===== src/hdl/dsu_pkg.sv =====
// shared constants for the disjoint-set engine
`default_nettype none

package dsu_pkg;

    // default node count of the engine
    localparam int NODES_DEF = 32768;

    // fixed field widths of the transaction ports
    localparam int NODE_W = 15;
    localparam int SIZE_W = 16;

    // rank field of a stored entry, saturating at its top value
    localparam int RANK_W = 4;
    localparam logic [RANK_W-1:0] RANK_MAX = 4'd15;

    // index reduction: bits folded in per cycle and steps per index
    localparam int MOD_STEP_BITS = 5;
    localparam int MOD_STEPS = (NODE_W + MOD_STEP_BITS - 1) / MOD_STEP_BITS;
    localparam int MOD_CNT_W = $clog2(MOD_STEPS);

endpackage

`default_nettype wire


===== src/hdl/dsu_node_mod.sv =====
// reduces a raw node index modulo the node count, MOD_STEP_BITS bits per cycle
`default_nettype none

module dsu_node_mod #(
    parameter int NODES = dsu_pkg::NODES_DEF
) (
    input  wire logic                             clk,
    input  wire logic                             rst_n,
    input  wire logic                             start,
    input  wire logic [dsu_pkg::NODE_W-1:0]       raw,
    output logic                                  idle,
    output logic [$clog2(NODES)-1:0]              idx
);
    import dsu_pkg::*;

    localparam int IW = $clog2(NODES);
    localparam logic [IW:0] NODES_X = (IW+1)'(NODES);

    logic                 busy_reg;
    logic                 busy_next;
    logic [MOD_CNT_W-1:0] cnt_reg;
    logic [MOD_CNT_W-1:0] cnt_next;
    logic [IW-1:0]        rem_reg;
    logic [IW-1:0]        rem_next;
    logic [NODE_W-1:0]    shf_reg;
    logic [NODE_W-1:0]    shf_next;
    logic [IW:0]          r;
    logic [NODE_W-1:0]    sh;

    // restoring remainder: per bit, shift it in and subtract the node count at most once
    always_comb
    begin
        r = {1'b0, rem_reg};
        sh = shf_reg;
        for (int k = 0; k < MOD_STEP_BITS; k++)
        begin
            r = {r[IW-1:0], sh[NODE_W-1]};
            if (r >= NODES_X)
            begin
                r = r - NODES_X;
            end
            sh = {sh[NODE_W-2:0], 1'b0};
        end
    end

    // step control
    always_comb
    begin
        busy_next = busy_reg;
        cnt_next  = cnt_reg;
        rem_next  = rem_reg;
        shf_next  = shf_reg;
        if (start)
        begin
            busy_next = 1'b1;
            cnt_next  = '0;
            rem_next  = '0;
            shf_next  = raw;
        end
        else if (busy_reg)
        begin
            rem_next = r[IW-1:0];
            shf_next = sh;
            cnt_next = cnt_reg + 1'b1;
            if (cnt_reg == MOD_CNT_W'(MOD_STEPS - 1))
            begin
                busy_next = 1'b0;
            end
        end
    end

    always_ff @(posedge clk or negedge rst_n)
    begin
        if (!rst_n)
        begin
            busy_reg <= 1'b0;
            cnt_reg  <= '0;
        end
        else
        begin
            busy_reg <= busy_next;
            cnt_reg  <= cnt_next;
        end
    end

    // remainder and pending bits
    always_ff @(posedge clk)
    begin
        rem_reg <= rem_next;
        shf_reg <= shf_next;
    end

    assign idle = !busy_reg;
    assign idx  = rem_reg;

endmodule

`default_nettype wire


===== config.mk =====
export PLATFORM = sky130hd
export DESIGN_NAME = dsu_node_mod
export DESIGN_NICKNAME = d
export VERILOG_FILES = /design/src/hdl/dsu_pkg.sv /design/src/hdl/dsu_node_mod.sv
export SDC_FILE = /design/constraint.sdc
export NUM_CORES = 1
export LEC_CHECK = 0
export BUFFER_PORTS_ARGS = -buffer_cell sky130_fd_sc_hd__buf_4
export CAP_MARGIN = 40
export CELL_PAD_IN_SITES_DETAIL_PLACEMENT = 0
export CELL_PAD_IN_SITES_GLOBAL_PLACEMENT = 1
export CORE_MARGIN = 2
export CORE_UTILIZATION = 44
export CTS_CLUSTER_SIZE = 14
export DETAILED_ROUTE_END_ITERATION = 12
export PLACE_DENSITY = 0.92
export SLEW_MARGIN = 0
export SYNTH_ARGS = -nofsm -noshare
export SYNTH_HDL_FRONTEND = slang
export SYNTH_SLANG_ARGS = --single-unit
export TNS_END_PERCENT = 30

===== constraint.sdc =====
create_clock -name clk -period 2.05 [get_ports clk]
set_clock_uncertainty 0.15 [all_clocks]
set_input_delay 0.205 -clock clk [delete_from_list [all_inputs] [get_ports clk]]
set_output_delay 0.205 -clock clk [all_outputs]
set_load 0.01 [all_outputs]

==> summary.md <==
| Metric | Value |
|---|---|
| Status | completed |
| Post-DP Area | 1569 µm² |
| DRC | 0 |
| Die Wd | 60.16 µm |
| Initial DRC count | 22 |
| IO buf count | 33 |
| Combinational family with the most area after synthesis | multiplexers |
| Synth area leaders | edfxtp_1 32%, dfxtp_1 22%, mux2i_1 11% |
| Maximum clock path buffer count | 2 |
| Slew Limit Fails | 0 |
| TritonCTS Buffers | 5 |
| Pin count of the biggest net entering global routing | 35 |
| Final wirelength | 2.084 mm |
| Routed WL per cell | 11.77 µm |
| Dominant synthesized flop cell | edfxtp_1 |
| Worst Setup Start Kind | flop |
| Yosys cell types | 19 |
| Share of cells above drive strength 1 | 38.35% |
| Die H | 60.16 µm |
| Post-Syn Instances | 104 |
| Crit path from | busy_reg |
| Post-CTS setup buffer count | 0 |
| R2r setup slk | 0.75 ns |
| Crit-path cells | buf_4, inv_1, buf_4 |
| Post-Place Cells | 166 |
| Simple-Gate Fraction of Synth Area | 7.935% |
| Crit-path max FO | 19 |
| Reg area | 825.8 µm² |
| Least-Margin Pin Slew | 0.3664 ns |
| HPWL Detailed | 1.423 mm |
| Final Hold Viols | 0 |
| Vias per std cell | 4.446 |
| Worst EP required | 1.69 ns |
| Layout Cells excl Fill | 177 |
| Leading cell type in the layout, fill and taps excluded | buf_4 |
| FP Rows | 20 |
| Crit path buffers/inverters | 3 |
| Syn. warnings | 0 |
| RSZ-0062 raised after global routing | false |
| Relative slew slack | 75.57% |
| Vias | 787 |
| Synth top area share | 32.46% |
| Post-synthesis compound-gate area fraction | 0.9017% |
| Clock-pin slew on the worst setup and hold paths | 0.10 ns |
| Period utilisation layout | 78.16% |
| Routability cong. | 0.6331 |
| Crit path DAT | 1.25 ns |
| First-pass GRT wire length | 3.339 mm |
| Post-cts hold buffer count | 3 |
| XOR/XNOR Fraction of Synth Area | 0.6312% |
| Synth Area per Inst | 13.34 µm² |
| Starting Density | 45.83% |
| Synthesized area | 1388 µm² |
| Antenna Nets Post-Route | 0 |
| H-tree lvl count | 2 |
| Area grow syn2layout | 19.48% |
| Crit-path max cell delay | 0.37 ns |
| Commonest non-fill, non-tap cells in the layout | 34 x buf_4, 16 x nor2_1, 15 x mux2i_1, 15 x dfxtp_1, 15 x edfxtp_1 |
| Filler cell count | 261 |
| Cell Pwr Density | 1039 nW/µm² |
| Nets | 151 |
| Seq/Total Area, Yosys | 59.51% |
| Setup tns final | 0 ns |
| Static leakage | 0.8173 nW |
| Post-synth EDFFs | 15 |
| Vias in the first global route | 772 |
| CTS Sinks | 33 |
| Flip-flop and latch count after synthesis | 33 |
| CTS tree | built |
| Die area | 3619 µm² |
| Util after Layout | 54.75% |
| Multi-input logic area | 425.4 µm² |
| Max Fclk | 624.1 MHz |
| ANT cells | 0 |
| Final instance area | 1658 µm² |
| Most used cell, CP | buf_4 |
| Root Driver | clkbuf_4 |
| Grt total ovfl | 0 |
| Setup violators final | 0 |
| Post-Syn Nets | 123 |
| Hold slack | 0.01408 ns |
| Min-delay src | raw[1] |
| Asr flop ratio synth | 9.091% |
| Slowest cell on crit path | dfrtp_1 |
| Delay-heaviest family, CP | buffers and inverters |
| # Max-Cap Violations | 0 |
| Critical Path End Type | primary output |
| Multiplexer share of the synthesized area | 20.29% |
| Clock Latency Late Sink | 0.32 ns |
| R2R Path Start | busy_reg |
| Initial antenna violation count | 0 |
| Num ports | 34 |
| Cts repair resizes | 0 |
| TritonRoute pass-1 iters | 3 |
| Core Area | 3028 µm² |
| GRT Util Overall | 12.89% |
| Crit path time final | 1.602 ns |
| VDD IR-drop max | 0.6495 mV |
| Worst hold path class | input port to flop |
| WS Path Type | flop to primary output |
| Synth area leader | edfxtp_1 |
| Synth Area in Adders | 0.9017% |
per-stage QoR:
stage / setup WS (ns) / total power, mW
3_5_place_dp: 0.5875 / 1.370
5_1_grt: 0.3745 / 1.826
6_report: 0.4477 / 1.722
3_3_place_gp: 0.6347 / 1.345
4_1_cts: 0.4244 / 1.747
2_1_floorplan: 0.6624 / 1.268
cell families after synthesis:
kind of cell | count (synthesis)
DFF | 33
muxes | 25
adders and majority gates | 1
buffers and inverters | 18
and+or+nand+nor | 24
AOI/OAI and AO/OA | 2
xor gates and xnor gates | 1
cells in the mapped netlist (2+ instances only):
cell type  count
mux2_4         5
nand2b_1       2
buf_4         13
nor2_1        16
inv_1          2
dfxtp_1       15
dfrtp_1        3
mux2_2         5
mux2i_1       15
and2_1         5
edfxtp_1      15
path summary, 6_finish.rpt:
kind,end,depth (start not counted)
worst max-delay path,idle,3
worst min-delay path,shf_reg[1],2
worst max register to register,shf_reg[13],1
worst min register to register,idx[3],2
max in group asynchronous,busy_reg,2
min in group asynchronous,cnt_reg[1],2
power by group:
part / switching, mW / leakage [nW] / internal [mW]
Sequential: 0.0684 / 0.324 / 0.847
Combinational: 0.194 / 0.461 / 0.242
Clock: 0.202 / 0.0326 / 0.169
Total: 0.465 / 0.817 / 1.26
per-layer routing:
metal / global-route usage [%] / wire length [µm] / vias to the layer above
met5: 0 / 0 / -
li1: - / - / 399
met1: 15.54 / 932 / 356
met4: 6.667 / 32 / 0
met2: 20.03 / 959 / 30
met3: 4.762 / 159 / 2
layout make-up:
type	instances	share of cell area (%)
clock buffers	8	3.547
inverters	2	0.4528
multi-input cells	53	25.66
flip-flops and latches	33	49.81
well taps	44	3.321
repair buffers	37	17.21
No activity file was read; power rests on OpenSTA's default activity.
